$ cat config.mk
export PLATFORM = sky130hd
export DESIGN_NAME = bds_ctrl
export DESIGN_NICKNAME = d
export VERILOG_FILES = /design/src/hw/rtl/bds_pkg.sv /design/src/hw/rtl/bds_ctrl.sv
export SDC_FILE = /design/constraint.sdc
export NUM_CORES = 1
export LEC_CHECK = 0
export ABC_AREA = 1
export BUFFER_PORTS_ARGS = -buffer_cell sky130_fd_sc_hd__buf_4
export CAP_MARGIN = 20
export CORE_ASPECT_RATIO = 2
export CORE_MARGIN = 3
export CORE_UTILIZATION = 55
export CTS_BUF_LIST = sky130_fd_sc_hd__clkbuf_8
export CTS_CLUSTER_SIZE = 20
export DETAILED_ROUTE_END_ITERATION = 10
export PLACE_DENSITY = 0.78
export SLEW_MARGIN = 25
export SYNTH_ARGS = -nofsm -noshare
export SYNTH_HDL_FRONTEND = slang
export SYNTH_SLANG_ARGS = --single-unit
$ cat constraint.sdc
create_clock -name clock -period 2.61 [get_ports clock]
set_clock_uncertainty 0.2 [all_clocks]
set_input_delay 0.261 -clock clock [delete_from_list [all_inputs] [get_ports clock]]
set_output_delay 0.261 -clock clock [all_outputs]
set_load 0.01 [all_outputs]
$ cat src/hw/rtl/bds_pkg.sv
// ----------------------------------------------------------------------------
// bds_pkg
// Shared types and constants for the 2x2 box-filter downsampler.
// ----------------------------------------------------------------------------
`default_nettype none

package bds_pkg;

   // Geometry limits
   localparam int MAX_WIDTH    = 4096;
   localparam int HEIGHT_LIMIT = 4096;
   localparam int MAX_CH       = 4;
   localparam int LINE_DEPTH   = MAX_WIDTH / 2;

   // Field widths
   localparam int DIM_W    = 13;                  // width/height registers
   localparam int POS_W    = $clog2(MAX_WIDTH);   // column/row position
   localparam int COL_W    = $clog2(LINE_DEPTH);  // output column / line address
   localparam int CH_CNT_W = 3;                   // channel count register
   localparam int NUM_CH   = 4;                   // channel lanes on the ports
   localparam int PIX_W    = 8;
   localparam int PSUM_W   = PIX_W + 1;           // sum of two samples
   localparam int SUM_W    = PIX_W + 2;           // sum of four samples
   localparam int SHIFT_W  = 2;

   // Configuration register indexes
   localparam int CSR_IDX_W = 2;
   localparam logic [CSR_IDX_W-1:0] REG_SRC_WIDTH    = 2'd0;
   localparam logic [CSR_IDX_W-1:0] REG_SRC_HEIGHT   = 2'd1;
   localparam logic [CSR_IDX_W-1:0] REG_NUM_CHANNELS = 2'd2;

   typedef logic [NUM_CH-1:0][PIX_W-1:0]  pix_vec_type;
   typedef logic [NUM_CH-1:0][PSUM_W-1:0] psum_vec_type;
   typedef logic [NUM_CH-1:0]             chan_mask_type;

   // Per-item decode from the position counters
   typedef struct packed {
      logic                wide;       // source width above one
      logic                hold;       // even column: park the pixel
      logic                emit;       // item completes an output pixel
      logic                wr_line;    // even row: store the pair sum
      logic                rd_line;    // odd row: fetch the stored pair sum
      logic [COL_W-1:0]    col;        // output column
      logic [SHIFT_W-1:0]  shift;      // log2 of the sample count
      logic                frame_last;
   } decode_type;

endpackage

`default_nettype wire

$ cat src/hw/rtl/bds_ctrl.sv
// ----------------------------------------------------------------------------
// bds_ctrl
// Configuration registers, source position counters and per-item decode.
// ----------------------------------------------------------------------------
`default_nettype none

module bds_ctrl (
   input  wire logic                            clock,
   input  wire logic                            reset,
   input  wire logic                            csr_wr_en,
   input  wire logic [bds_pkg::CSR_IDX_W-1:0]   csr_index,
   input  wire logic [bds_pkg::DIM_W-1:0]       csr_wdata,
   input  wire logic                            advance,
   output      bds_pkg::decode_type             dec,
   output      bds_pkg::chan_mask_type          chan_mask
);
   import bds_pkg::*;

   logic [DIM_W-1:0]    width_ff,  width_in;
   logic [DIM_W-1:0]    height_ff, height_in;
   logic [CH_CNT_W-1:0] nch_ff,    nch_in;
   logic [POS_W-1:0]    col_ff,    col_in;
   logic [POS_W-1:0]    row_ff,    row_in;

   logic [DIM_W-1:0]    wdim_clamped;
   logic [DIM_W-1:0]    hdim_clamped;
   logic [CH_CNT_W-1:0] nch_clamped;
   logic [DIM_W-1:0]    col_next;
   logic [DIM_W-1:0]    row_next;

   logic                w_one, h_one;
   logic                drop_col, drop_row, keep, hdone;
   logic [POS_W-1:0]    half_w_m1, half_h_m1;
   logic [COL_W-1:0]    orow;

   // Clamp written dimensions and channel count
   always_comb begin
      if (csr_wdata == '0) begin
         wdim_clamped = DIM_W'(1);
         hdim_clamped = DIM_W'(1);
      end else begin
         wdim_clamped = (csr_wdata > DIM_W'(MAX_WIDTH)) ? DIM_W'(MAX_WIDTH) : csr_wdata;
         hdim_clamped = (csr_wdata > DIM_W'(HEIGHT_LIMIT)) ? DIM_W'(HEIGHT_LIMIT) : csr_wdata;
      end
      if (csr_wdata[CH_CNT_W-1:0] == '0) begin
         nch_clamped = CH_CNT_W'(1);
      end else if (csr_wdata[CH_CNT_W-1:0] > CH_CNT_W'(MAX_CH)) begin
         nch_clamped = CH_CNT_W'(MAX_CH);
      end else begin
         nch_clamped = csr_wdata[CH_CNT_W-1:0];
      end
   end

   // Advance the raster position, restart it on a dimension write
   always_comb begin
      width_in  = width_ff;
      height_in = height_ff;
      nch_in    = nch_ff;
      col_in    = col_ff;
      row_in    = row_ff;
      col_next  = DIM_W'(col_ff) + DIM_W'(1);
      row_next  = DIM_W'(row_ff) + DIM_W'(1);
      if (csr_wr_en) begin
         case (csr_index)
            REG_SRC_WIDTH: begin
               width_in = wdim_clamped;
               col_in   = '0;
               row_in   = '0;
            end
            REG_SRC_HEIGHT: begin
               height_in = hdim_clamped;
               col_in    = '0;
               row_in    = '0;
            end
            REG_NUM_CHANNELS: begin
               nch_in = nch_clamped;
            end
            default: begin
            end
         endcase
      end else if (advance) begin
         if (col_next >= width_ff) begin
            col_in = '0;
            row_in = (row_next >= height_ff) ? '0 : row_next[POS_W-1:0];
         end else begin
            col_in = col_next[POS_W-1:0];
         end
      end
   end

   always_ff @(posedge clock) begin
      if (reset) begin
         width_ff  <= DIM_W'(1);
         height_ff <= DIM_W'(1);
         nch_ff    <= CH_CNT_W'(MAX_CH);
         col_ff    <= '0;
         row_ff    <= '0;
      end else begin
         width_ff  <= width_in;
         height_ff <= height_in;
         nch_ff    <= nch_in;
         col_ff    <= col_in;
         row_ff    <= row_in;
      end
   end

   // Decode what the current item does
   always_comb begin
      w_one     = (width_ff == DIM_W'(1));
      h_one     = (height_ff == DIM_W'(1));
      drop_col  = !w_one && width_ff[0] && (DIM_W'(col_ff) == width_ff - DIM_W'(1));
      drop_row  = !h_one && height_ff[0] && (DIM_W'(row_ff) == height_ff - DIM_W'(1));
      keep      = !drop_col && !drop_row;
      hdone     = keep && (w_one || col_ff[0]);
      half_w_m1 = w_one ? '0 : (width_ff[DIM_W-1:1] - POS_W'(1));
      half_h_m1 = h_one ? '0 : (height_ff[DIM_W-1:1] - POS_W'(1));
      orow      = h_one ? '0 : row_ff[POS_W-1:1];

      dec.wide    = !w_one;
      dec.hold    = keep && !w_one && !col_ff[0];
      dec.emit    = hdone && (h_one || row_ff[0]);
      dec.wr_line = hdone && !h_one && !row_ff[0];
      dec.rd_line = hdone && !h_one && row_ff[0];
      dec.col     = w_one ? '0 : col_ff[POS_W-1:1];
      if (h_one) begin
         dec.shift = w_one ? SHIFT_W'(0) : SHIFT_W'(1);
      end else begin
         dec.shift = w_one ? SHIFT_W'(1) : SHIFT_W'(2);
      end
      dec.frame_last = (dec.col == half_w_m1[COL_W-1:0]) && (orow == half_h_m1[COL_W-1:0]);
   end

   // Enable channel lanes below the configured count
   always_comb begin
      for (int k = 0; k < NUM_CH; k++) begin
         chan_mask[k] = (CH_CNT_W'(k) < nch_ff);
      end
   end

endmodule

`default_nettype wire

Yosys cells after proc, flatten, opt, wreduce, memory -nomap -nowiden:

Cells that the tools add are included.

* eq/ne operators: 9
* reductions and logical operators: 32
* $lt $le $gt $ge: 8
* mux-type cells: 19
* add/sub/neg operators: 6

Operators by type and width (count)
* $mux W12: 8
* $mux W11: 4
* $add A12 B1 Y13 const B: 2
* $eq A12 B13 Y1: 2
* $eq A13 B1 Y1 const B: 2
* $ge A13 B13 Y1: 2
* $mux W13: 2
* $sub A13 B1 Y13 const B: 2
* $eq A11 B11 Y1: 2
* $sub A11 B1 Y11 const B: 2
* $gt A13 B13 Y1 const B: 1
* $logic_and A1 B1 Y1: 13
* $logic_not A13 Y1: 1
* $reduce_and A2 Y1: 4
* $logic_not A1 Y1: 6
* $lt A1 B3 Y1 const A: 2
* $lt A2 B3 Y1 const A: 2
* $mux W3: 2
* $mux W2: 2
* $reduce_bool A2 Y1: 2
* $gt A3 B3 Y1 const B: 1
* $logic_not A3 Y1: 1
* $reduce_and A3 Y1: 1
* $eq A2 B1 Y1 const B: 1
* other kinds (6): 7

* output and inout port bits: 23
* logic and storage cells: 79
* register bits after elaboration: 53
* input port bits: 19

Longest topological paths before layout:

* depth after elaboration: 9
* depth in mapped cells: 19
* depth with buffers taken out: 18

Worst setup path before layout:

Ideal clock, no wire load.

* path kind: flip-flop to flip-flop
* start: register row_ff[0]
* end: register row_ff[10]
* stages on the path, launching flop included: 18
* buffers on the path: 0
* arrival time: 2.434 ns
* setup slack: -0.088 ns
* library setup time: 0.064 ns
* cells stage by stage: dfxtp_1 > ha_1 > nand2_1 > nor2_2 > nand3_2 > nor2_2 > nand3_1 > and2_1 > ha_1 > nand2_1 > inv_1 > nor2_1 > o21ai_0 > a21oi_1 > nand3_1 > nor2_1 > nor2_1 > nor2_1

* cells in the longest elaborated chain, start to end: 6

RTL lines
* start, declared: line bds_ctrl.sv:23 `logic [POS_W-1:0] row_ff, row_in;`
* start signal, assigned: line bds_ctrl.sv:103 `row_ff <= row_in;`
* $add A12 B1 Y13 *: line bds_ctrl.sv:62 `row_next = DIM_W'(row_ff) + DIM_W'(1);`
* $ge A13 B13 Y1: line bds_ctrl.sv:84 `row_in = (row_next >= height_ff) ? '0 : row_next[POS_W-1:0];`
* $mux W12 *: line bds_ctrl.sv:84
* $mux W12 *: line bds_ctrl.sv:82 `if (col_next >= width_ff) begin`
* $mux W12 *: line bds_ctrl.sv:81 `end else if (advance) begin`
* $mux W12 *: line bds_ctrl.sv:63 `if (csr_wr_en) begin`

Every way passes the cells marked *; elsewhere a longest branch is shown, timed or not. The select of a mux whose other input is x is not followed.
A chain may end at the register's enable or synchronous reset.

Worst setup path in the final report:

* start: register col_ff[4]
* end: register row_ff[8]

* cells in the longest elaborated chain, start to end: 4

RTL lines
* start, declared: line bds_ctrl.sv:22 `logic [POS_W-1:0] col_ff, col_in;`
* start signal, assigned: line bds_ctrl.sv:102 `col_ff <= col_in;`
* $add A12 B1 Y13: line bds_ctrl.sv:61 `col_next = DIM_W'(col_ff) + DIM_W'(1);`
* $ge A13 B13 Y1: line bds_ctrl.sv:82
* $reduce_bool A2 Y1 (no line)
* $reduce_and A3 Y1 (no line)

Every way passes these cells.

==> results.sh <==
export IMPL_min_period_ns=3.007
export IMPL_ys_ff_latch=53
export IMPL_nets=1056
export IMPL_syn_to_final_growth_pct=35.15
export IMPL_worst_slack_ns=-0.3966
export IMPL_grt_pass1_vias=6277
export IMPL_path_buf_inv=2
export IMPL_core_um2=9012
export IMPL_slew_headroom=0.5885
export IMPL_clkTransAtPathRegs_ns=0.12
export IMPL_hpwl_mm=14.01
export IMPL_worst_pin_slew_ns=0.6116
export IMPL_violations="design-rule violations, negative setup slack"
export IMPL_start_util=0.5680
export IMPL_place_area_um2=6045
export IMPL_worstPathArrival_ns=3.07
export IMPL_seq_area_um2=1097
export IMPL_multiInputGateArea_um2=3994
export IMPL_drt_initial_drc_count=527
export IMPL_end_kind="register"
export IMPL_fin_area_um2=6918
export IMPL_critPathKind="reg -> reg"
export IMPL_final_cell_mix="225 x nand2_1, 126 x buf_4, 117 x nor2_1"
export IMPL_numClockSinks=53
export IMPL_max_vdd_ir_drop_v=0.0003022
export IMPL_r2r_setup_slack_ns=-0.40
export IMPL_power_leakage_nw=3.482
export IMPL_place_inst=1072
export IMPL_syn_inst=876
export IMPL_synthFlopType="dfxtp_1"
export IMPL_grtUsageTotal=0.3489
export IMPL_ys_warn_count=0
export IMPL_clockBufferDepth=2
export IMPL_cts_root_buf="clkbuf_8"
export IMPL_io_buffer_count=41
export IMPL_io_pins=42
export IMPL_overflow=0
export IMPL_wl_per_cell_um=18.49
export IMPL_critPathLaunchType="register"
export IMPL_clock_latency_ns=0.33
export IMPL_synth_async_reset_ratio=0
export IMPL_htreeDepth=2
export IMPL_drc=1
export IMPL_drive_above_1_share=0.3071
export IMPL_crit_path_max_fanout=10
export IMPL_power_mw=2.973
export IMPL_setup_viol=24
export IMPL_synth_edf_count=0
export IMPL_ant_nets=0
export IMPL_ys_types=37
export IMPL_status="finished with violations"
export IMPL_num_vias=6513
export IMPL_die_h_um=142.4
export IMPL_crit_family="simple AND/OR/NAND/NOR gates"
export IMPL_synth_area_um2=5119
export IMPL_post_place_ws_ns=-0.2281
export IMPL_dr_pass1_iters=10
export IMPL_drt_met1_wl_mm=6.088
export IMPL_dieArea_um2=10570
export IMPL_final_common_cell="nand2_1"
export IMPL_routed_wl_met3_mm=1.236
export IMPL_fillCellCount=661
export IMPL_rsz0062_at_grt="yes"
export IMPL_cts_buffers=5
export IMPL_antenna_found_initial=0
export IMPL_top_layer="met4"
export IMPL_place_congestion=0.9895
export IMPL_hp_class="in -> reg"
export IMPL_synth_nets=930
export IMPL_routed_wl_met2_mm=10.73
export IMPL_worst_path_largest_cell_delay_ns=0.38
export IMPL_hold_violations=0
export IMPL_die_w_um=74.22
export IMPL_path_cells="nand2_2 -> nor3_4 -> nand2_2 -> nor2_4 -> nand3_2 -> xor2_2 -> inv_2 -> ha_4 -> nand2_4 -> nor2_4 -> nand4_1 -> o21bai_4 -> nand4_4 -> nand2_4 -> clkbuf_16 -> nand2_1 -> nand2_1 -> nor2_1"
export IMPL_drv_slew=0
export IMPL_clock_fmax_mhz=332.6
export IMPL_slowest_stage="dfxtp_2"
export IMPL_drv_cap=0
export IMPL_finalCritPeriodShare=1.152
export IMPL_grt_max_degree=23
export IMPL_final_cell_count_no_fill=1105
export IMPL_ys_seq_area_frac=0.2073
export IMPL_grt_pass1_wl_mm=28.50
export IMPL_diodes=0
export IMPL_syn_avg_cell_area_um2=5.843
export IMPL_p_per_area_nw_per_um2=429.8
export IMPL_row_count=49
export IMPL_avgViaCountPerCell=5.894
export IMPL_cp_required_ns=2.67
export IMPL_drt_wl_total_mm=20.43
export IMPL_cts_tree="built"
[path summary, 6_finish.rpt]
kind	startpoint	to	cells after the start
worst max-delay path	col_ff[4]	row_ff[8]	18
worst min register to register	col_ff[6]	col_ff[6]	2
worst max register to register	col_ff[4]	row_ff[8]	18
worst min-delay path	reset	col_ff[4]	2
[per-layer routing]
layer / vias up / global-route usage
met1: 2953 / 0.3049
met3: 174 / 0.02758
met4: 0 / 0.2936
met5: - / 0
li1: 3010 / -
met2: 376 / 0.6690
[flip-flops by register name, indices dropped and copies added, names as in the netlist]
signal	flops
row_ff	12
width_ff	13
height_ff	13
nch_ff	3
col_ff	12
[cell type report]
type / count / share of cell area
multi-input cells: 679 / 0.5773
repair buffers: 137 / 0.1630
flip-flops and latches: 53 / 0.1586
inverters: 126 / 0.07018
well taps: 102 / 0.01845
clock buffers: 5 / 0.009948
clock inverters: 3 / 0.002532
[through the flow]
| stage | util | setup TNS [ns] | hold WS [ns] |
|---|---|---|---|
| after floorplan | - | -0.006796 | 0.1227 |
| after global placement | 0.6707 | -3.496 | 0.2722 |
| after detailed placement | 0.6707 | -4.348 | 0.2874 |
| after CTS | 0.7096 | -1.606 | 0.007460 |
| after global routing | 0.7676 | -10.01 | 0.007287 |
| final | 0.7676 | -5.924 | 0.03519 |
[cells by family (layout without fill, tap and decap cells)]
logic type,count (synthesis),after routing,synth area share
flip-flops,53,53,0.2073
buffers and inverters,145,271,0.1093
XOR/XNOR,32,32,0.05475
AO/OA/AOI/OAI,103,103,0.1041
AND/OR/NAND/NOR,508,509,0.4390
adder cells (fa/ha/maj),35,35,0.08555
[cell usage after synthesis (3+ instances only)]
cell      number  area share
nand4_1       20       0.024
nand2_2       10       0.012
xor2_1        23       0.039
buf_2          6      0.0059
nor2_4         7       0.015
o21ai_0       42       0.041
nand3_2        4      0.0078
inv_2         10      0.0073
ha_1          35       0.086
a21oi_1       53       0.052
nor3_4         3      0.0095
nor3_1        10      0.0098
nor2_2         7      0.0086
nand3_1       48       0.047
nand2_1      248        0.18
nor2_1       137        0.10
clkbuf_1      11      0.0081
inv_1        115       0.084
xnor2_1        9       0.015
nand3b_1       4      0.0059
dfxtp_1       53        0.21
[what timing repair did]
action / CTS / global route
pin swaps: 29 / 55
cloned: 1 / 2
gates resized for setup: 57 / 94
hold buffers: 0 / 0
endpoints found under the setup margin: 29 / 29
setup buffers: 7 / 15
[report_power, final]
group | total, mW | switching [mW] | internal [mW]
logic | 1.54 | 0.920 | 0.621
clock network | 0.502 | 0.315 | 0.187
registers | 0.931 | 0.0745 | 0.856
Power figures use the tool's default switching activity.
