$ cat src/hw/rtl/bds_pkg.sv
// ----------------------------------------------------------------------------
// bds_pkg
// Shared types and constants for the 2x2 box-filter downsampler.
// ----------------------------------------------------------------------------
`default_nettype none

package bds_pkg;

   // Geometry limits
   localparam int MAX_WIDTH    = 4096;
   localparam int HEIGHT_LIMIT = 4096;
   localparam int MAX_CH       = 4;
   localparam int LINE_DEPTH   = MAX_WIDTH / 2;

   // Field widths
   localparam int DIM_W    = 13;                  // width/height registers
   localparam int POS_W    = $clog2(MAX_WIDTH);   // column/row position
   localparam int COL_W    = $clog2(LINE_DEPTH);  // output column / line address
   localparam int CH_CNT_W = 3;                   // channel count register
   localparam int NUM_CH   = 4;                   // channel lanes on the ports
   localparam int PIX_W    = 8;
   localparam int PSUM_W   = PIX_W + 1;           // sum of two samples
   localparam int SUM_W    = PIX_W + 2;           // sum of four samples
   localparam int SHIFT_W  = 2;

   // Configuration register indexes
   localparam int CSR_IDX_W = 2;
   localparam logic [CSR_IDX_W-1:0] REG_SRC_WIDTH    = 2'd0;
   localparam logic [CSR_IDX_W-1:0] REG_SRC_HEIGHT   = 2'd1;
   localparam logic [CSR_IDX_W-1:0] REG_NUM_CHANNELS = 2'd2;

   typedef logic [NUM_CH-1:0][PIX_W-1:0]  pix_vec_type;
   typedef logic [NUM_CH-1:0][PSUM_W-1:0] psum_vec_type;
   typedef logic [NUM_CH-1:0]             chan_mask_type;

   // Per-item decode from the position counters
   typedef struct packed {
      logic                wide;       // source width above one
      logic                hold;       // even column: park the pixel
      logic                emit;       // item completes an output pixel
      logic                wr_line;    // even row: store the pair sum
      logic                rd_line;    // odd row: fetch the stored pair sum
      logic [COL_W-1:0]    col;        // output column
      logic [SHIFT_W-1:0]  shift;      // log2 of the sample count
      logic                frame_last;
   } decode_type;

endpackage

`default_nettype wire

$ cat src/hw/rtl/bds_out.sv
// ----------------------------------------------------------------------------
// bds_out
// Vertical add, rounding divide by shift, and the result register.
// ----------------------------------------------------------------------------
`default_nettype none

module bds_out (
   input  wire logic                          clock,
   input  wire logic                          reset,
   input  wire logic                          load,
   input  wire bds_pkg::psum_vec_type         hsum,
   input  wire logic                          use_line,
   input  wire logic [bds_pkg::SHIFT_W-1:0]   shift,
   input  wire logic                          frame_last,
   input  wire bds_pkg::chan_mask_type        chan_mask,
   input  wire bds_pkg::psum_vec_type         line_data,
   output      logic                          stage_ready,
   output      logic                          rsp_valid,
   input  wire logic                          rsp_ready,
   output      bds_pkg::pix_vec_type          rsp_pix,
   output      logic                          rsp_frame_last
);
   import bds_pkg::*;

   logic                s1_vld_ff,  s1_vld_in;
   psum_vec_type        s1_hsum_ff;
   logic                s1_line_ff;
   logic [SHIFT_W-1:0]  s1_shift_ff;
   logic                s1_last_ff;
   chan_mask_type       s1_mask_ff;

   logic                out_vld_ff, out_vld_in;
   pix_vec_type         out_pix_ff;
   logic                out_last_ff;

   logic                out_free;
   logic                s1_move;
   pix_vec_type         rounded;

   assign out_free    = !out_vld_ff || rsp_ready;
   assign s1_move     = s1_vld_ff && out_free;
   assign stage_ready = !s1_vld_ff || out_free;

   // Stage one: hold the item until the result register frees up
   always_comb begin
      if (load) begin
         s1_vld_in = 1'b1;
      end else if (s1_move) begin
         s1_vld_in = 1'b0;
      end else begin
         s1_vld_in = s1_vld_ff;
      end
   end

   always_ff @(posedge clock) begin
      if (reset) begin
         s1_vld_ff <= 1'b0;
      end else begin
         s1_vld_ff <= s1_vld_in;
      end
   end

   always_ff @(posedge clock) begin
      if (load) begin
         s1_hsum_ff  <= hsum;
         s1_line_ff  <= use_line;
         s1_shift_ff <= shift;
         s1_last_ff  <= frame_last;
         s1_mask_ff  <= chan_mask;
      end
   end

   // Add the stored pair sum, round and divide by the sample count
   always_comb begin
      logic [SUM_W-1:0] total;
      logic [SUM_W-1:0] biased;
      logic [SUM_W-1:0] scaled;
      for (int k = 0; k < NUM_CH; k++) begin
         total = SUM_W'(s1_hsum_ff[k]) + (s1_line_ff ? SUM_W'(line_data[k]) : '0);
         case (s1_shift_ff)
            SHIFT_W'(0): begin
               biased = total;
               scaled = total;
            end
            SHIFT_W'(1): begin
               biased = total + SUM_W'(1);
               scaled = biased >> 1;
            end
            default: begin
               biased = total + SUM_W'(2);
               scaled = biased >> 2;
            end
         endcase
         rounded[k] = s1_mask_ff[k] ? scaled[PIX_W-1:0] : '0;
      end
   end

   // Result register
   always_comb begin
      if (s1_move) begin
         out_vld_in = 1'b1;
      end else if (rsp_ready) begin
         out_vld_in = 1'b0;
      end else begin
         out_vld_in = out_vld_ff;
      end
   end

   always_ff @(posedge clock) begin
      if (reset) begin
         out_vld_ff <= 1'b0;
      end else begin
         out_vld_ff <= out_vld_in;
      end
   end

   always_ff @(posedge clock) begin
      if (s1_move) begin
         out_pix_ff  <= rounded;
         out_last_ff <= s1_last_ff;
      end
   end

   assign rsp_valid      = out_vld_ff;
   assign rsp_pix        = out_pix_ff;
   assign rsp_frame_last = out_last_ff;

endmodule

`default_nettype wire

$ cat config.mk
export PLATFORM = sky130hd
export DESIGN_NAME = bds_out
export DESIGN_NICKNAME = d
export VERILOG_FILES = /design/src/hw/rtl/bds_pkg.sv /design/src/hw/rtl/bds_out.sv
export SDC_FILE = /design/constraint.sdc
export NUM_CORES = 1
export LEC_CHECK = 0
export ABC_AREA = 1
export BUFFER_PORTS_ARGS = -buffer_cell sky130_fd_sc_hd__buf_2
export CAP_MARGIN = 20
export CORE_ASPECT_RATIO = 0.6
export CORE_MARGIN = 2
export CORE_UTILIZATION = 40
export DETAILED_ROUTE_END_ITERATION = 7
export GPL_ROUTABILITY_DRIVEN = 1
export PLACE_DENSITY_LB_ADDON = 0.1
export REMOVE_ABC_BUFFERS = 1
export SLEW_MARGIN = 30
export SYNTH_ARGS = -nofsm -noshare
export SYNTH_HDL_FRONTEND = slang
export SYNTH_SLANG_ARGS = --single-unit
$ cat constraint.sdc
create_clock -name clock -period 4.75 [get_ports clock]
set_input_delay 0.7125 -clock clock [delete_from_list [all_inputs] [get_ports clock]]
set_output_delay 0.7125 -clock clock [all_outputs]
set_load 0.01 [all_outputs]
=== Yosys cells after proc, flatten, opt, wreduce, memory -nomap -nowiden ===
Cells that the tools add are included.

* Register bits after elaboration: 79
* Bits in latches: 0
* Memory bits (writable): 0
* Memory bits (read-only): 0
* Input port bits: 84
* Output and inout bits: 35
* Word-level logic and storage cells: 48
* Memories: 0

* $add $sub $neg: 12
* Multipliers: 0
* Div/mod/pow operators: 0
* $lt $le $gt $ge: 0
* Eq/ne operators: 1
* Shift operators: 0
* Muxes and demuxes: 12
* Bitwise operators: 0
* Reductions and logical operators: 8

{| class="wikitable"
|+ Operator list
! operator !! number
|-
| $pmux 8 s2 || 4
|-
| $add 10x2->10 const B || 4
|-
| $add 9x9->10 || 4
|-
| $add 9x1->9 const B || 4
|-
| $mux 9 || 4
|-
| $mux 1 || 4
|-
| $reduce_bool 2->1 || 2
|-
| $eq 2x1->1 const B || 1
|-
| $logic_not 1->1 || 2
|-
| $logic_not 2->1 || 1
|-
| $logic_or 1x1->1 || 2
|-
| $logic_and 1x1->1 || 1
|}

=== Depth between registers and ports, before layout ===
Gate-level depths: netlist of the first run.

* Word-level depth: 5
* Depth in mapped cells: 21
* Gate-level depth less buffers: 19

=== Worst setup path before layout of the first run ===
Ideal clock, no wire load.

* Path kind: input-to-reg
* Start point: input rsp_ready
* End point: register out_last_ff, in the netlist rsp_frame_last, enable pin
* Setup time: 0.434 ns
* Data arrival time: 2.389 ns
* Data required time: 4.316 ns
* Slack: 1.927 ns
* Stages: 2
* Buffers on the path: 0
* Cell sequence: inv_1 a21oi_1

* Word-level cells in the longest chain between the ends: 2

{| class="wikitable"
|+ Ends and longest elaborated chain
! what !! line !! RTL
|-
| start, declared || bds_out.sv:19 || <nowiki>input wire logic rsp_ready,</nowiki>
|-
| $logic_or 1x1->1 || bds_out.sv:40 || <nowiki>assign out_free = !out_vld_ff || rsp_ready;</nowiki>
|-
| $logic_and 1x1->1 || bds_out.sv:41 || <nowiki>assign s1_move = s1_vld_ff && out_free;</nowiki>
|-
| end signal, assigned || bds_out.sv:120 || <nowiki>out_last_ff <= s1_last_ff;</nowiki>
|-
| end, declared || bds_out.sv:34 || <nowiki>logic out_last_ff;</nowiki>
|}

No other way between the ends.
A chain may end at the register's enable or synchronous reset.

=== Worst setup path after layout of the first run ===
* Start point: register s1_line_ff
* End point: register out_pix_ff (netlist bit rsp_pix[7]), data pin

* Word-level cells in the longest chain between the ends: 4
* Elaborated cells on any way between the ends: 5
* Classes of those cells: 3 x add/sub; 2 x mux

{| class="wikitable"
|+ Ends and longest elaborated chain
! what !! line !! RTL
|-
| start, declared || bds_out.sv:27 || <nowiki>logic s1_line_ff;</nowiki>
|-
| start signal, assigned || bds_out.sv:66 || <nowiki>s1_line_ff <= use_line;</nowiki>
|-
| $mux 9 (*) || bds_out.sv:79 || <nowiki>total = SUM_W'(s1_hsum_ff[k]) + (s1_line_ff ? SUM_W'(line_data[k]) : '0);</nowiki>
|-
| $add 9x9->10 (*) || bds_out.sv:79 ||
|-
| $add 10x2->10 or $add 9x1->9 (tied branches) || bds_out.sv:90, bds_out.sv:86 ||
|-
| $pmux 8 s2 (*) || bds_out.sv:80 || <nowiki>case (s1_shift_ff)</nowiki>
|-
| end signal, assigned || bds_out.sv:119 || <nowiki>out_pix_ff <= rounded;</nowiki>
|-
| end, declared || bds_out.sv:33 || <nowiki>pix_vec_type out_pix_ff;</nowiki>
|}

Every way passes the cells marked *; elsewhere a longest branch is shown, timed or not.

==> results of run 1 <==
[area by class of cell]
type                    instances  area [µm²]
clock buffers                  10         229
clock inverters                 6        85.1
fillers                      1635        7980
inverters                     161         607
multi-input cells             610        3370
flip-flops and latches         79        2350
well taps                     203         254
repair buffers                122         623
[flip-flops by register name (all words and copies together), names as in the netlist]
name and cells:
rsp_pix 32, s1_hsum_ff 36, rsp_frame_last 1, s1_vld_ff 1
rsp_valid 1, s1_last_ff 1, s1_mask_ff 4, s1_shift_ff 2
s1_line_ff 1
[how the worst min path moves through the flow]
stage,start,endpoint,depth (start not counted)
6_report,s1_last_ff,rsp_frame_last,0
5_1_grt,s1_last_ff,rsp_frame_last,0
4_1_cts,s1_last_ff,rsp_frame_last,0
3_5_place_dp,s1_last_ff,rsp_frame_last,0
3_3_place_gp,s1_last_ff,rsp_frame_last,0
2_1_floorplan,s1_last_ff,rsp_frame_last,0
[routing by layer]
metal	part of all wire, %	wire [µm]	vias to the layer above
met3	6.1	891	9
met4	0.63	93	0
li1	-	-	3031
met1	55	8030	2426
met2	39	5670	145
met5	0	0	-
[cells by family (layout without fill, tap and decap cells)]
group,after synthesis,in the layout
adders and majority gates,44,44
xor gates and xnor gates,14,14
DFF,79,79
and+or+nand+nor,484,484
AOI/OAI and AO/OA,68,68
buffers and inverters,179,299
[stage by stage]
stage               utilization, %  cell area [µm²]
global placement              46.5             7200
finish                        48.5             7520
CTS                           48.5             7520
floorplan                        -             6320
global route                  48.5             7520
detailed placement            46.5             7210
[synth_stat cells, drive strengths merged]
cell / n
nor2: 48
nand3b: 6
ha: 40
clkbuf: 8
a21oi: 28
nand2: 273
buf: 10
nand3: 138
edfxtp: 77
a31oi: 1
a21o: 2
o211ai: 3
nor3: 1
nand4: 8
dfxtp: 2
o21ai: 31
inv: 161
xnor2: 6
fa: 4
o21bai: 3
and2: 6
or2: 4
xor2: 8
[power by group through the flow]
stage	clock, mW	sequential (mW)	combinational [mW]
2_1_floorplan	0	0.889	0.599
3_3_place_gp	0	0.879	0.811
3_5_place_dp	0	0.878	0.814
4_1_cts	0.774	0.864	0.818
5_1_grt	0.804	0.869	0.941
6_report	0.753	0.864	0.815
==> out/qor.yml, run 1 <==
p_leak_nw: 4.07
ios: 119
rsz0062_at_grt: "false"
clkLatencyLatePin_ns: 0.33
met1_usage_pct: 27.3
cts_max_level: 3
maxCapViolCount: 0
grt_pass1_wl_um: 24700
startpoint_type: "flop"
power_frac_seq_pct: 35.5
synth_top_area_share_pct: 36.0
place.gp.congestion: 0.842
met3_usage_pct: 3.80
slew_viol_final: 0
clock_skew_ns: 0.00776
final_common_cell: "nand2_1"
hold_violations: 0
reg2reg_slack_ns: 1.86
tritoncts: "done"
drtIter0Drc: 293
critical-path-top-delay-family: "adder cells"
synth_top_area_cell: "edfxtp_1"
fin_crit_ns: 2.89
crit_chain: "buf_4 > nand2_1 > inv_1 > ha_1 > fa_1 > nand2_1 > o21ai_0 > ha_1 > nand3_1 > nor2_4 > nand2_2 > nor2_4 > nand2_1 > nand2_1 > nand3_1 > nand2_1 > inv_1"
rows: 35
path_buf_inv: 3
synth_compound_area_share_pct: 5.98
grt-busiest-layer: "met1"
syn_area_per_cell_um2: 7.40
synth-xor-area-share_pct: 1.91
ys_types: 40
arrival_ns: 2.98
synth-seq-cells: 79
final_nets: 1111
synthSimpleGateAreaFrac_pct: 35.3
cts_hold_buf: 0
required_ns: 4.85
p_per_area_nw_per_um2: 323
setup_tns_ns: 0
critPathCapture: "rsp_pix[7]"
cts_sinks: 79
finalSetupViolations: 0
ys_seq_area_share_pct: 36.6
status: "finished clean"
grt_antenna_before_repair: 0
path_depth: 17
synth_warnings: 0
dp_hpwl_um: 11200
r2r_cells: 17
netSwitchingPower_uw: 835
grt_overflow: 0
grtUsageMet2_pct: 26.9
comb_power_share_pct: 33.5
vias: 5611
hold_class: "flop to flop"
drive_gt1_share_pct: 19.2
cts_root_buf: "clkbuf_16"
hold_slack_ns: 0.423
clockBufferDepth: 2
max_freq_mhz: 346
pre_cts_ws_ns: 1.68
slowest_delay_ns: 0.55
period_share_pct: 60.8
die_area_um2: 17100
vias_per_cell: 4.71
r2r_end: "rsp_pix[7]"
cts_resized: 0
worstSetupStartpoint: "s1_line_ff"
peakVddDrop_mv: 0.178
drt-total-wl_um: 14700
io_buffers: 118
fp.coreArea_um2: 15500
worstReg2RegStart: "s1_line_ff"
path_clk_slew_ns: 0.07
p_sw_share_pct: 34.3
cts_setup_buffers: 0
finalPower_mw: 2.43
die_h_um: 102
synthAdderAreaFrac_pct: 9.04
final_antenna_net_count: 0
synth_area_leaders: "edfxtp_1, nand2_1, nand3_1"
grt_pass1_vias: 5095
grt_max_degree: 46
drt_pass1_iterations: 5
synth_top_family_by_area: "simple AND/OR/NAND/NOR gates"
cpMostUsedCell: "nand2_1"
end_kind: "flop"
dieWidth_um: 168
area_growth_pct: 17.1
mappedNetlistArea_um2: 6420
num_antenna_cells: 0
worstSetupPathType: "flop to flop"
cts_buffers: 9
wl_per_cell_um: 12.3
relSlewSlack_pct: 40.5
layout_setup_ws_ns: 1.86
synthCells: 868
worst_pin_slew_ns: 0.891
grt_util_all_layers_pct: 18.0
cp_slowest_cell: "fa_1"
worstPathMaxFanout: 18
final_cell_mix: "nand2_1, inv_1, nand3_1"
muxShareOfSynthArea_pct: 0
stdcell_count: 1191
drc: 0
clkPwrFrac_pct: 31.0
p_int_mw: 1.60
dp_cells: 1175
start_util_pct: 41.4
Note: power is estimated with default switching activity, not from simulation.
==> run 2, diff against run 1 <==
Settings changed: ABC_AREA 1 to 0.
Clock period 4.75 ns to 2.5 ns, I/O delays scaled along.
==> run 2 against run 1 <==
  * The flow now finishes with violations (setup timing)
  * Wire length rose by 31%
  * Synthesized area is 4.0% lower
  * Sequential power grew 91%
  * Global-route usage is 3.8 points higher
  * Sequential share of layout area down 7.6 points
  * Worst setup slack worse by 2.6 ns
  * Critical endpoint unchanged
  * Via count increased by 13%
  * Clock skew increased by 0.0013 ns
  * Core utilization grew 17 points
  * Total power rose to 2.5 times the previous value
  * Maximum frequency down 12%
  * Combinational power rose to 3.7 times the previous value
==> out/qor.yml, run 2 <==
status: "finished with violations"
violations: "setup timing"
ys_seq_area_share_pct: 38.1
critical-path-top-delay-family: "adder cells"
tritoncts: "done"
hold_violations: 0
hold_path_depth: 1
worstSetupPathType: "flop to flop"
maxCapViolCount: 0
p_sw_share_pct: 34.7
io_buffers: 118
crit_chain: "buf_6 > buf_8 > and2_4 > ha_4 > fa_2 > nor2_2 > a21oi_2 > ha_2 > inv_2 > nor3_4 > buf_6 > o2111ai_4 > nor4_2 > mux2i_1 > o31ai_1"
ios: 119
cts_root_buf: "clkbuf_16"
final_nets: 1067
path_buf_inv: 4
dieWidth_um: 164
place.gp.congestion: 0.892
synthArstFlopShare_pct: 0
synth-seq-cells: 79
num_antenna_cells: 0
fin_crit_ns: 3.26
cts_buffers: 9
startpoint_type: "flop"
comb_power_share_pct: 48.9
drt-total-wl_um: 19300
final_common_cell: "buf_4"
cts_sinks: 79
synth_edf_count: 77
fp.coreArea_um2: 15200
synth-xor-area-share_pct: 6.23
p_int_mw: 3.99
muxShareOfSynthArea_pct: 1.30
vias_per_cell: 5.51
syn_area_per_cell_um2: 9.64
synth_compound_area_share_pct: 21.5
grt_pass1_wl_um: 28600
regArea_um2: 2350
drc: 0
r2r_cells: 15
max_freq_mhz: 306
p_per_area_nw_per_um2: 613
cpMostUsedCell: "buf_6"
grt_max_degree: 34
synth_top_area_cell: "edfxtp_1"
finalSetupViolations: 29
end_kind: "flop"
start_util_pct: 40.6
wl_per_cell_um: 16.8
clockBufferDepth: 2
worst_pin_slew_ns: 0.574
synth_top_area_share_pct: 37.5
synth_area_leaders: "edfxtp_1, ha_1, xnor2_1"
p_leak_nw: 4.10
path_clk_slew_ns: 0.07
fillCellCount: 1219
stdcell_count: 1147
period_share_pct: 131
slowest_delay_ns: 0.57
cts_max_level: 3
die_area_um2: 16500
area_growth_pct: 61.4
pre_cts_ws_ns: -0.839
cts_hold_buf: 0
setup_tns_ns: -13.39
met1_usage_pct: 30.6
regMostFlops: "s1_hsum_ff"
grt_overflow: 0
drive_gt1_share_pct: 54.1
clkPwrFrac_pct: 24.0
worstSetupStartpoint: "s1_line_ff"
mappedNetlistArea_um2: 6170
synth_warnings: 0
required_ns: 2.60
grt_antenna_before_repair: 0
hold_class: "primary input to flop"
relSlewSlack_pct: 61.7
slew_viol_final: 0
worstReg2RegStart: "s1_line_ff"
grt_util_all_layers_pct: 21.9
power_frac_seq_pct: 27.1
clock_skew_ns: 0.00908
dp_cells: 1091
final_cell_mix: "buf_4, buf_2, edfxtp_1"
arrival_ns: 3.36
grtUsageMet2_pct: 35.8
drt_pass1_iterations: 5
largest_register_ffs: 36
clkLatencyLatePin_ns: 0.35
multi_input_area_um2: 4830
synthSimpleGateAreaFrac_pct: 21.1
synth_commonest_cells: "edfxtp_1, nand2_1, nor2_1"
met3_usage_pct: 3.68
dp_hpwl_um: 12900
final_antenna_net_count: 0
layout_setup_ws_ns: -0.764
path_depth: 15
synth_top_family_by_area: "compound AO/OA/AOI/OAI gates"
synthAdderAreaFrac_pct: 9.41
min-delay-start: "hsum[4]"
worstPathMaxFanout: 4
ys_types: 73
rows: 35
die_h_um: 100
peakVddDrop_mv: 0.325
grt-busiest-layer: "met2"
synth_top_flop_cell: "edfxtp_1"
vias: 6324
rsz0062_at_grt: "true"
cp_slowest_cell: "fa_2"
synth.most_common_cell: "edfxtp_1"
netSwitchingPower_mw: 2.12
grt_pass1_vias: 6040
synthCells: 640
drtIter0Drc: 356
-- run 2: cell types whose count changed in the layout (fill, tap and decap cells not counted), sizes merged, moves of 23 or more --
| cell | before | now |
|---|---|---|
| xnor2 | 6 | 29 |
| inv | 161 | 14 |
| nand3 | 138 | 18 |
| buf | 122 | 312 |
| and2 | 6 | 39 |
| nand2 | 273 | 54 |
-- run 2: final timing paths --
kind / endpoint / slack (ns)
worst max-delay path: rsp_pix[7] / -0.76
worst max register to register: rsp_pix[7] / -0.76
worst min-delay path: s1_hsum_ff[4] / 0.19
worst min register to register: rsp_frame_last / 0.42
-- run 2: area by class of cell --
cell class	instances	share of cell area (%)
multi-input combinational	525	48.5
sequential	79	23.6
timing repair buffer	312	21.6
tap	203	2.55
clock buffer	10	2.30
clock inverter	6	0.918
inverter	12	0.452
-- run 2: logic make-up (layout without fill, tap and decap cells) --
kind of cell | Yosys count | count (layout)
adder cells (fa/ha/maj) | 44 | 44
flip-flops | 79 | 79
XOR/XNOR | 43 | 43
buffers and inverters | 36 | 340
AO/OA/AOI/OAI | 183 | 183
AND/OR/NAND/NOR | 247 | 247
multiplexers | 8 | 8
-- run 2: timing repair --
action	CTS	global route
resized for setup	112	132
gates cloned	1	0
pin swaps	66	94
endpoints found under the setup margin	29	31
buffers inserted	23	28
-- run 2: stage by stage --
step / power [mW] / area [µm²] / utilization [%] / hold WS (ns)
floorplan: 2.94 / 6070 / - / 0.400
global placement: 3.79 / 8100 / 53.3 / 0.402
detailed placement: 3.84 / 8100 / 53.3 / 0.405
CTS: 5.67 / 9140 / 60.2 / 0.192
global route: 6.44 / 9950 / 65.5 / 0.188
finish: 6.11 / 9950 / 65.5 / 0.195
-- run 2: routing by layer --
metal	up-vias	share of wire [%]
met3	21	4.9
li1	3044	-
met2	170	47
met4	0	0.94
met5	-	0
met1	3089	47
-- run 2: power groups by stage --
stage                     clock (mW)  combinational (mW)  sequential [mW]
final                           1.47                2.99             1.65
after global routing            1.54                3.23             1.66
after CTS                       1.50                2.52             1.65
after detailed placement           0                2.17             1.67
after global placement             0                2.12             1.67
after floorplan                    0                1.23             1.70
